### config.mk
export PLATFORM = sky130hd
export DESIGN_NAME = stepper_speed_ramp_period_unit
export DESIGN_NICKNAME = d
export VERILOG_FILES = /design/src/design/spr_pkg.sv /design/src/design/spr_div.sv /design/src/design/stepper_speed_ramp_period_unit.sv
export SDC_FILE = /design/constraint.sdc
export NUM_CORES = 1
export LEC_CHECK = 0
export ABC_CLOCK_PERIOD_IN_PS = 7200
export BUFFER_PORTS_ARGS = -buffer_cell sky130_fd_sc_hd__buf_2
export CAP_MARGIN = 25
export CORE_MARGIN = 4
export CORE_UTILIZATION = 50
export DETAILED_ROUTE_END_ITERATION = 7
export PLACE_DENSITY = 0.8
export REMOVE_ABC_BUFFERS = 1
export SLEW_MARGIN = 5
export SYNTH_ARGS = -nofsm -noshare
export SYNTH_HDL_FRONTEND = slang
export SYNTH_SLANG_ARGS = --single-unit
export TNS_END_PERCENT = 50
### constraint.sdc
create_clock -name i_clk -period 7.2 [get_ports i_clk]
set_input_delay 0.36 -clock i_clk [delete_from_list [all_inputs] [get_ports i_clk]]
set_output_delay 0.36 -clock i_clk [all_outputs]
set_load 0.01 [all_outputs]
### src/design/spr_pkg.sv
// shared widths, register indexes and direction codes for the speed ramp period unit
package spr_pkg;

    // payload widths
    localparam int SPEED_W  = 16;
    localparam int PERIOD_W = 24;
    localparam int ACCEL_W  = 15;
    localparam int DIR_W    = 2;
    localparam int MAG_W    = SPEED_W + 1;
    localparam int CFG_A_W  = 2;

    // configuration register indexes
    localparam logic [CFG_A_W-1:0] REG_SLEW_LIMIT  = 2'd0;
    localparam logic [CFG_A_W-1:0] REG_ZERO_PERIOD = 2'd1;
    localparam logic [CFG_A_W-1:0] REG_FINE_STEP   = 2'd2;
    localparam logic [CFG_A_W-1:0] REG_DIR_INVERT  = 2'd3;

    // direction codes
    localparam logic [DIR_W-1:0] DIR_STOP    = 2'd0;
    localparam logic [DIR_W-1:0] DIR_FORWARD = 2'd1;
    localparam logic [DIR_W-1:0] DIR_REVERSE = 2'd2;

    // microstep scale factors
    localparam logic [6:0] SCALE_FINE   = 7'd50;
    localparam logic [6:0] SCALE_COARSE = 7'd25;

    // reset values of the registers
    localparam logic [ACCEL_W-1:0]  RST_SLEW_LIMIT  = 15'd14;
    localparam logic [PERIOD_W-1:0] RST_ZERO_PERIOD = 24'd65535;

endpackage

### src/design/spr_div.sv
// restoring serial divider, one quotient bit per cycle
module spr_div
    import spr_pkg::*;
#(
    parameter int DIVIDEND_W = 21
) (
    input  logic                  i_clk,
    input  logic                  i_rst_n,
    input  logic                  i_start,
    input  logic [DIVIDEND_W-1:0] i_dividend,
    input  logic [MAG_W-1:0]      i_divisor,
    output logic                  o_busy,
    output logic                  o_done,
    output logic [DIVIDEND_W-1:0] o_quotient
);

    localparam int CNT_W = $clog2(DIVIDEND_W + 1);

    logic              r_busy, n_busy;
    logic              r_done, n_done;
    logic [CNT_W-1:0]  r_cnt, n_cnt;
    logic [DIVIDEND_W-1:0] r_quo, n_quo;
    logic [MAG_W-1:0]  r_rem, n_rem;
    logic [MAG_W-1:0]  r_div, n_div;
    logic [MAG_W:0]    w_shift;
    logic [MAG_W+1:0]  w_trial;

    // shift in the next dividend bit and try the subtraction
    assign w_shift = {r_rem, r_quo[DIVIDEND_W-1]};
    assign w_trial = {1'b0, w_shift} - {2'b00, r_div};

    always_comb begin
        n_busy = r_busy;
        n_done = 1'b0;
        n_cnt  = r_cnt;
        n_quo  = r_quo;
        n_rem  = r_rem;
        n_div  = r_div;
        if (i_start && !r_busy) begin
            n_busy = 1'b1;
            n_cnt  = CNT_W'(DIVIDEND_W);
            n_quo  = i_dividend;
            n_rem  = '0;
            n_div  = i_divisor;
        end else if (r_busy) begin
            if (w_trial[MAG_W+1]) begin
                n_rem = w_shift[MAG_W-1:0];
                n_quo = {r_quo[DIVIDEND_W-2:0], 1'b0};
            end else begin
                n_rem = w_trial[MAG_W-1:0];
                n_quo = {r_quo[DIVIDEND_W-2:0], 1'b1};
            end
            n_cnt = r_cnt - 1'b1;
            if (r_cnt == CNT_W'(1)) begin
                n_busy = 1'b0;
                n_done = 1'b1;
            end
        end
    end

    // control state
    always_ff @(posedge i_clk) begin
        if (!i_rst_n) begin
            r_busy <= 1'b0;
            r_done <= 1'b0;
            r_cnt  <= '0;
        end else begin
            r_busy <= n_busy;
            r_done <= n_done;
            r_cnt  <= n_cnt;
        end
    end

    // datapath
    always_ff @(posedge i_clk) begin
        r_quo <= n_quo;
        r_rem <= n_rem;
        r_div <= n_div;
    end

    assign o_busy     = r_busy;
    assign o_done     = r_done;
    assign o_quotient = r_quo;

endmodule

### src/design/stepper_speed_ramp_period_unit.sv
// slew-limited stepper speed ramp with step timer period by serial division
//
//  channel   | dir | fields (lsb first)
//  s_axis    | in  | tdata: target_speed[15:0]
//  m_axis    | out | tdata: step_period[23:0] timer_enable[24] direction[26:25]
//            |     |        dir_pin_level[27] ramped_speed[43:28], zero fill to 48
//  cfg       | in  | i_cfg_we, i_cfg_addr, i_cfg_data[23:0]
//
// a running item passes IDLE, SCALE, DIV and OUT, one quotient bit per cycle for DW
// bits (DW = bits of TIMER_BASE_HZ, 21 at the default); a stopped item skips DIV
// reset clears the stored speed and loads the register defaults
// a new item is taken while a result waits; the result stalls inside the block
// until the output register is free, and no new item is taken meanwhile
module stepper_speed_ramp_period_unit
    import spr_pkg::*;
#(
    parameter int unsigned TIMER_BASE_HZ = 2000000,
    parameter int unsigned MIN_PERIOD    = 100
) (
    input  logic                i_clk,
    input  logic                i_rst_n,
    // target_speed[15:0]
    input  logic [15:0]         s_axis_tdata,
    input  logic                s_axis_tvalid,
    output logic                s_axis_tready,
    // step_period, timer_enable, direction, dir_pin_level, ramped_speed
    output logic [47:0]         m_axis_tdata,
    output logic                m_axis_tvalid,
    input  logic                m_axis_tready,
    input  logic                i_cfg_we,
    input  logic [CFG_A_W-1:0]  i_cfg_addr,
    input  logic [PERIOD_W-1:0] i_cfg_data
);

    localparam int DW   = $clog2(TIMER_BASE_HZ + 1);
    localparam int CW   = (DW > PERIOD_W) ? DW : PERIOD_W;
    localparam int PW   = SPEED_W + 7;
    localparam logic [DW-1:0] BASE = DW'(TIMER_BASE_HZ);
    localparam logic [CW-1:0] MINP = CW'(MIN_PERIOD);

    localparam logic [1:0] S_IDLE  = 2'd0;
    localparam logic [1:0] S_SCALE = 2'd1;
    localparam logic [1:0] S_DIV   = 2'd2;
    localparam logic [1:0] S_OUT   = 2'd3;

    logic [1:0]          r_state;
    logic [ACCEL_W-1:0]  r_slew_limit;
    logic [PERIOD_W-1:0] r_zero_period;
    logic                r_fine;
    logic                r_dir_inv;
    logic signed [SPEED_W-1:0] r_cur;
    logic [PERIOD_W-1:0] r_period;
    logic                r_enable;
    logic [DIR_W-1:0]    r_dir;
    logic                r_pin;
    logic [MAG_W-1:0]    r_mag;
    logic                r_out_valid;
    logic [47:0]         r_out_data;

    logic signed [SPEED_W:0]   w_diff;
    logic signed [SPEED_W:0]   w_acc;
    logic signed [SPEED_W-1:0] w_slew;
    logic signed [PW-1:0]      w_prod;
    logic signed [SPEED_W-1:0] w_sat;
    logic [MAG_W-1:0]          w_sext;
    logic [MAG_W-1:0]          w_mag;
    logic                      w_accept;
    logic                      w_out_free;
    logic                      w_start;
    logic                      w_div_busy;
    logic                      w_div_done;
    logic [DW-1:0]             w_quo;
    logic [CW-1:0]             w_clamp_hi;
    logic [CW-1:0]             w_clamp;

    assign w_accept   = s_axis_tvalid && s_axis_tready;
    assign w_out_free = !r_out_valid || m_axis_tready;
    assign w_start    = (r_state == S_SCALE) && (w_sat != '0);

    // slew limit toward the target
    assign w_diff = {r_cur[SPEED_W-1], r_cur} - {s_axis_tdata[SPEED_W-1], s_axis_tdata};
    assign w_acc  = {2'b00, r_slew_limit};
    always_comb begin
        priority if (w_diff > w_acc) begin
            w_slew = SPEED_W'(r_cur - w_acc[SPEED_W-1:0]);
        end else if (w_diff < -w_acc) begin
            w_slew = SPEED_W'(r_cur + w_acc[SPEED_W-1:0]);
        end else begin
            w_slew = s_axis_tdata;
        end
    end

    // microstep scaling and saturation to 16-bit signed
    assign w_prod = r_cur * $signed(r_fine ? SCALE_FINE : SCALE_COARSE);
    always_comb begin
        priority if (w_prod > PW'(32767)) begin
            w_sat = 16'sh7FFF;
        end else if (w_prod < -PW'(32768)) begin
            w_sat = 16'sh8000;
        end else begin
            w_sat = w_prod[SPEED_W-1:0];
        end
    end
    assign w_sext = {w_sat[SPEED_W-1], w_sat};
    assign w_mag  = w_sat[SPEED_W-1] ? (~w_sext + 1'b1) : w_sext;

    spr_div #(
        .DIVIDEND_W (DW)
    ) u_div (
        .i_clk      (i_clk),
        .i_rst_n    (i_rst_n),
        .i_start    (w_start),
        .i_dividend (BASE),
        .i_divisor  (w_mag),
        .o_busy     (w_div_busy),
        .o_done     (w_div_done),
        .o_quotient (w_quo)
    );

    // period clamp: upper bound first, lower bound wins
    assign w_clamp_hi = (CW'(w_quo) > CW'(r_zero_period)) ? CW'(r_zero_period) : CW'(w_quo);
    assign w_clamp    = (w_clamp_hi < MINP) ? MINP : w_clamp_hi;

    // configuration registers
    always_ff @(posedge i_clk) begin
        if (!i_rst_n) begin
            r_slew_limit  <= RST_SLEW_LIMIT;
            r_zero_period <= RST_ZERO_PERIOD;
            r_fine        <= 1'b1;
            r_dir_inv     <= 1'b0;
        end else if (i_cfg_we) begin
            unique case (i_cfg_addr)
                REG_SLEW_LIMIT:  r_slew_limit  <= i_cfg_data[ACCEL_W-1:0];
                REG_ZERO_PERIOD: r_zero_period <= i_cfg_data;
                REG_FINE_STEP:   r_fine        <= i_cfg_data[0];
                REG_DIR_INVERT:  r_dir_inv     <= i_cfg_data[0];
            endcase
        end
    end

    // sequencer and stored speed
    always_ff @(posedge i_clk) begin
        if (!i_rst_n) begin
            r_state     <= S_IDLE;
            r_cur       <= '0;
            r_out_valid <= 1'b0;
        end else begin
            if ((r_state == S_OUT) && w_out_free) begin
                r_out_valid <= 1'b1;
            end else if (m_axis_tready) begin
                r_out_valid <= 1'b0;
            end
            unique case (r_state)
                S_IDLE: begin
                    if (w_accept) begin
                        r_cur   <= w_slew;
                        r_state <= S_SCALE;
                    end
                end
                S_SCALE: begin
                    r_state <= (w_sat == '0) ? S_OUT : S_DIV;
                end
                S_DIV: begin
                    if (w_div_done) begin
                        r_state <= S_OUT;
                    end
                end
                S_OUT: begin
                    if (w_out_free) begin
                        r_state <= S_IDLE;
                    end
                end
            endcase
        end
    end

    // result fields
    always_ff @(posedge i_clk) begin
        if (r_state == S_SCALE) begin
            r_mag <= w_mag;
            if (w_sat == '0) begin
                r_period <= r_zero_period;
                r_enable <= 1'b0;
                r_dir    <= DIR_STOP;
                r_pin    <= 1'b0;
            end else begin
                r_enable <= 1'b1;
                r_dir    <= w_sat[SPEED_W-1] ? DIR_REVERSE : DIR_FORWARD;
                r_pin    <= !w_sat[SPEED_W-1] ^ r_dir_inv;
            end
        end
        if ((r_state == S_DIV) && w_div_done) begin
            r_period <= w_clamp[PERIOD_W-1:0];
        end
        if ((r_state == S_OUT) && w_out_free) begin
            r_out_data <= {4'b0000, r_cur, r_pin, r_dir, r_enable, r_period};
        end
    end

    assign s_axis_tready = (r_state == S_IDLE);
    assign m_axis_tvalid = r_out_valid;
    assign m_axis_tdata  = r_out_data;

    // divider runs only while the sequencer waits on it
    a_div_in_div: assert property (@(posedge i_clk) disable iff (!i_rst_n)
        (r_state != S_DIV) && (r_state != S_SCALE) |-> !w_div_busy)
        else $error("divider busy outside the divide phase");

    // a divide never starts on a zero magnitude
    a_mag_nonzero: assert property (@(posedge i_clk) disable iff (!i_rst_n)
        (r_state == S_DIV) |-> (r_mag != '0))
        else $error("divide started on zero speed");

    // a stopped result carries stop direction and a low pin
    a_stop_fields: assert property (@(posedge i_clk) disable iff (!i_rst_n)
        m_axis_tvalid && !m_axis_tdata[24] |->
        (m_axis_tdata[26:25] == DIR_STOP) && !m_axis_tdata[27])
        else $error("stopped item with direction set");

endmodule

==> results_dict.tcl, run 1 <==
set metrics [dict create \
    routed_wl_um 38050 \
    hold_end "r_zero_period[18]" \
    synth_area_um2 15090 \
    vias 12760 \
    ys_ff_latch 194 \
    tightest_slew_ns 1.058 \
    pwr-share-comb 0.660 \
    postSynthCellCount 1698 \
    r2r_start "r_fine" \
    cts_sinks 194 \
    rsz0062_at_grt "no" \
    holdPathStages 3 \
    antenna_found_initial 1 \
    overflow 0 \
    crit_required_ns 7.31 \
    power_frac_clock 0.124 \
    finalSetupTns_ns 0 \
    drt_iter0_markers 1219 \
    cts_setup_buffers 0 \
    synth_area_leaders "edfxtp_1, dfxtp_1, ha_1, fa_1, inv_1" \
    power_switching_mw 3.815 \
    grt_start_max_net_pins 40 \
    n_fill_cell 2608 \
    critical_path_class "flip-flop to flip-flop" \
    synth_top_area_frac 0.1771 \
    final_layout_size_suffix_gt1_frac 0.09889 \
    wl_per_cell_um 17.37 \
    use_met2 0.3803 \
    hold_slack_ns 0.1612 \
    cts_root_buf "clkbuf_16" \
    stdcell_count 2190 \
    post_cts_resized 0 \
    finalSetupViolations 0 \
    hold_path.class "primary input to flip-flop" \
    core_area_um2 29720 \
    ys.flop_type "dfxtp_1" \
    timing.hold.worst.start "i_cfg_data[18]" \
    clockBufferDepth 2 \
    gp_congestion 0.9568 \
    clk_pin_slew_ns 0.08 \
    stdcell_area_um2 16610 \
    ant_nets 0 \
    ir_drop_uv 300.8 \
    io-pin-count 97 \
    max_freq_ghz 0.1492 \
    synth_cell_types 85 \
    status "complete, no violations" \
    dp_hpwl_um 29740 \
    grt_pass1_vias 12400 \
    cts_buffers 17 \
    dpl_cell_area_um2 16000 \
    worstReg2RegEnd "r_period[9]" \
    die_w_um 181.7 \
    met3_usage 0.03085 \
    antenna_cells 0 \
    synth-edff-count 89 \
    crit_arrival_ns 6.81 \
    power_mw 7.752 \
    slew-limit-headroom 0.2916 \
    use_met1 0.3145 \
    post-route-min-period_ns 6.704 \
    skew_ns 0.02324 \
    dp.cells 2158 \
    grt.total_usage 0.2287 \
    seqPwrFrac 0.216 \
    finalMaxSlewViolations 0 \
    dr.pass1.iters 6 \
    dp_slack_ns 0.5886 \
    cap_violations 0 \
    sw_frac_of_total 0.4921 \
    ys_warn_count 0 \
    finalNetCount 2049 \
    critPathCaptureType "flip-flop" \
    grt_pass1_wl_um 62740 \
    avgSynthCellArea_um2 8.888 \
    worst_skew_pair.late_latency_ns 0.44 \
    syn2layout_area_growth_pct 10.05 \
    drc 0 \
    initial_core_util 0.5079 \
    viasPerCell 5.826 \
    ff2ff_setup_slack_ns 0.50 \
    cts.hold.buffers_added 0 \
    p_per_area_nw_per_um2 466.8 \
    cts_tree "done" \
    ys_async_sr_fraction 0 \
    power_report.internal_total_mw 3.938 \
    die_h_um 181.7 \
    portBuffers 92 \
    setup_ws_ns 0.4958 \
    gr-max-usage-layer "met2" \
    row_count 63 \
    r2r_cells 20 \
    synth_seq_area_share 0.3164 \
    yosys.area.top_type "edfxtp_1" \
    cts_max_level 4 \
    final_core_util 0.5589 \
    startpoint_type "flip-flop" \
    cp_max_fo 24 \
    dieArea_um2 33030 \
    p_leak_nw 7.506 \
    final_hold_viol_count 0 \
    period_share 0.9311 \
]
[cell families after synthesis]
| kind of cell | share of synthesized area |
|---|---|
| mux | 0.01011 |
| fa+ha+maj | 0.2041 |
| flops | 0.3164 |
| compound gates | 0.2012 |
| simple gates | 0.1598 |
| xor+xnor | 0.03938 |
| buf+inv | 0.06848 |
| other cells | 0.0004976 |
[metal layers]
metal,part of all wire,wire length (um)
met1,0.45,16990
met4,0.024,925
met2,0.46,17620
met3,0.066,2503
met5,0.00034,13
[area by class of cell]
cell class	instances	area, um2	area share
Sequential cell	194	4775	0.2875
Tap cell	390	488.0	0.02938
Clock inverter	15	181.4	0.01092
Inverter	201	754.5	0.04543
Clock buffer	17	425.4	0.02561
Timing Repair Buffer	110	595.6	0.03586
Multi-Input combinational cell	1263	9389	0.5653
[power by group through the flow]
stage	Clock [mW]	Combinational, mW	Sequential (mW)
finish	0.964	5.11	1.67
global route	1.02	5.77	1.70
CTS	0.972	5.06	1.67
detailed placement	0	5.00	1.69
global placement	0	4.86	1.68
floorplan	0	3.85	1.64
[layout by cell type (no fill, tap or decap), types with 31 or more instances in the layout]
| cell | instances |
|---|---|
| nand3_1 | 31 |
| xnor2_1 | 48 |
| fa_1 | 52 |
| a21oi_1 | 105 |
| dfxtp_1 | 105 |
| buf_2 | 92 |
| nand2b_1 | 39 |
| nor2_1 | 99 |
| o21ai_0 | 90 |
| nand2_1 | 165 |
| a22o_1 | 36 |
| edfxtp_1 | 89 |
| o211ai_1 | 31 |
| nor3_1 | 31 |
| ha_1 | 163 |
| inv_1 | 199 |
[state kept, by name (all words and copies together), names as in the netlist, 2 cells and up]
name              count
m_axis_tdata         44
r_cur                16
r_dir                 2
r_period             24
r_slew_limit         15
r_state               2
r_zero_period        24
u_div.o_quotient     21
u_div.r_cnt           5
u_div.r_div          17
u_div.r_rem          17
[Yosys cell counts, types with 18 or more instances]
cell / count
o21ai_0: 90
dfxtp_1: 105
ha_1: 163
and2_1: 20
xor2_1: 18
nor2_1: 100
nand2_1: 165
fa_1: 52
a21o_1: 26
clkbuf_1: 45
inv_1: 199
a22o_1: 36
nand2b_1: 39
nand4_1: 20
nand3_1: 31
o21a_1: 26
o211ai_1: 31
xnor2_1: 48
nor3_1: 31
a21oi_1: 105
nor2b_1: 23
edfxtp_1: 89
[critical path, cell delays in order, from the launching register on]
cell and delay, ns:
dfxtp_1 0.55, and2_1 0.23, ha_1 0.26, fa_1 0.51, fa_1 0.54, inv_1 0.06, fa_1 0.54, inv_1 0.05
ha_1 0.35, a21o_1 0.22, or3_1 0.30, o21ai_1 0.45, o21a_1 0.26, mux2_2 0.36, a2111oi_1 0.63, nand4_2 0.16
buf_4 0.22, nor2_1 0.19, nand2_1 0.09, nand2_1 0.09, buf_4 0.30
[worst max path at each step]
stage / endpoint / slack (ns) / cells after the start / startpoint
floorplan: r_period[0] / -0.68 / 18 / r_fine
global placement: r_period[22] / 0.79 / 20 / r_fine
detailed placement: r_period[23] / 0.59 / 20 / r_fine
CTS: r_period[6] / 0.54 / 20 / r_fine
global route: r_period[9] / 0.12 / 20 / r_fine
finish: r_period[9] / 0.50 / 20 / r_fine
No activity file was read; power rests on OpenSTA's default activity.
==> inputs of run 2 (changes only) <==
--- a/config.mk
+++ b/config.mk
@@ -11,7 +11,7 @@
 export CORE_MARGIN = 4
 export CORE_UTILIZATION = 50
 export DETAILED_ROUTE_END_ITERATION = 7
-export PLACE_DENSITY = 0.8
+export PLACE_DENSITY = 0.78
 export REMOVE_ABC_BUFFERS = 1
 export SLEW_MARGIN = 5
 export SYNTH_ARGS = -nofsm -noshare
==> run 2 against run 1 <==
Sequential power about the same; first-iteration DRC count down 16%; cell count up 0.14%; clock skew up 0.00072 ns; setup slack better by 0.096 ns; core utilization up 0.084 points; total power up 0.51%.
==> results_dict.tcl, run 2 (synthesis gave the netlist of run 1 again) <==
set metrics [dict create \
    hold_slack_ns 0.1495 \
    clk_pin_slew_ns 0.09 \
    row_count 63 \
    die_w_um 181.7 \
    io-pin-count 97 \
    tightest_slew_ns 1.055 \
    final_core_util 0.5597 \
    dp_slack_ns 0.4941 \
    crit_arrival_ns 6.72 \
    overflow 0 \
    dieArea_um2 33030 \
    finalSetupViolations 0 \
    dpl_cell_area_um2 16020 \
    power_mw 7.792 \
    gp_congestion 0.9183 \
    cts_tree "done" \
    antenna_found_initial 0 \
    final_common_cell "inv_1" \
    p_leak_nw 7.522 \
    final_layout_size_suffix_gt1_frac 0.1009 \
    crit_required_ns 7.31 \
    cap_violations 0 \
    worst_skew_pair.late_latency_ns 0.44 \
    finalMaxSlewViolations 0 \
    core_area_um2 29720 \
    cts_sinks 194 \
    portBuffers 92 \
    startpoint_type "flip-flop" \
    clockBufferDepth 2 \
    drc 0 \
    cts.hold.buffers_added 0 \
    viasPerCell 5.807 \
    hold_path.class "primary input to flip-flop" \
    rsz0062_at_grt "no" \
    dr.pass1.iters 5 \
    critPathCaptureType "flip-flop" \
    syn2layout_area_growth_pct 10.21 \
    finalNetCount 2052 \
    post-route-min-period_ns 6.608 \
    setup_ws_ns 0.5921 \
    routed_wl_um 38740 \
    dp_hpwl_um 29870 \
    cp_max_fo 24 \
    largest_register_ffs 44 \
    status "complete, no violations" \
    max_freq_ghz 0.1513 \
    die_h_um 181.7 \
    wl_per_cell_um 17.67 \
    antenna_cells 0 \
    drt_iter0_markers 1018 \
    grt_pass1_wl_um 63980 \
    ant_nets 0 \
    cts_buffers 17 \
    ir_drop_uv 272.9 \
    period_share 0.9178 \
    stdcell_area_um2 16630 \
    slew-limit-headroom 0.2934 \
    skew_ns 0.02396 \
    initial_core_util 0.5079 \
    grt_pass1_vias 12790 \
    final_hold_viol_count 0 \
    vias 12730 \
    grt.total_usage 0.2335 \
    cts_max_level 4 \
    p_per_area_nw_per_um2 468.5 \
    critical_path_class "flip-flop to flip-flop" \
    grt_start_max_net_pins 41 \
    mostFrequentLayoutCells "inv_1, nand2_1, ha_1" \
    cts_root_buf "clkbuf_16" \
]
## run 2: path summary, 6_finish.rpt
kind | start | slack, ns | depth (start not counted) | endpoint
setup reg to reg | r_fine | 0.59 | 20 | r_period[22]
hold reg to reg | r_period[22] | 0.42 | 0 | m_axis_tdata[22]
hold / removal | i_cfg_data[21] | 0.15 | 3 | r_zero_period[21]
setup / recovery | r_fine | 0.59 | 20 | r_period[22]
## run 2: power breakdown
group,internal [mW],leakage [nW],switching [mW]
logic,2.03,5.58,3.11
clock network,0.476,0.294,0.511
registers,1.44,1.65,0.226
## run 2: repair_timing
| action | 4_1_cts | 5_1_grt |
|---|---|---|
| setup buffers | 0 | 0 |
| resized for setup | 0 | 1 |
| endpoints found under the setup margin | 0 | 24 |
## run 2: metrics by stage
stage	setup TNS (ns)	instances
CTS	0	2192
finish	0	2193
floorplan	-32.47	1658
global placement	0	2160
detailed placement	0	2160
global route	0	2193
## run 2: layout make-up
cell class                      instances  area [um2]
Clock buffer                           17       425.4
Clock inverter                         15       178.9
Fill cell                            2590       13080
Inverter                              201       754.5
Multi-Input combinational cell       1263        9394
Sequential cell                       194        4775
Tap cell                              390       488.0
Timing Repair Buffer                  113       618.1
## run 2: critical path, stage by stage, from the launching register on
cell and delay [ns]:
dfxtp_1 0.61, and2_1 0.25, ha_1 0.26, fa_1 0.52, fa_1 0.55, inv_1 0.05
fa_1 0.53, inv_1 0.05, ha_1 0.35, a21o_1 0.22, or3_1 0.30, o21ai_1 0.42
o21a_1 0.25, mux2_2 0.37, a2111oi_2 0.45, nand4_2 0.15, buf_4 0.21, nor2_1 0.23
nand2_1 0.08, nand2_1 0.09, buf_4 0.31
## run 2: per-layer routing
layer,track usage,part of all wire
met4,0.06124,0.018
met5,0,0
met3,0.03866,0.064
met1,0.3139,0.45
met2,0.3929,0.47
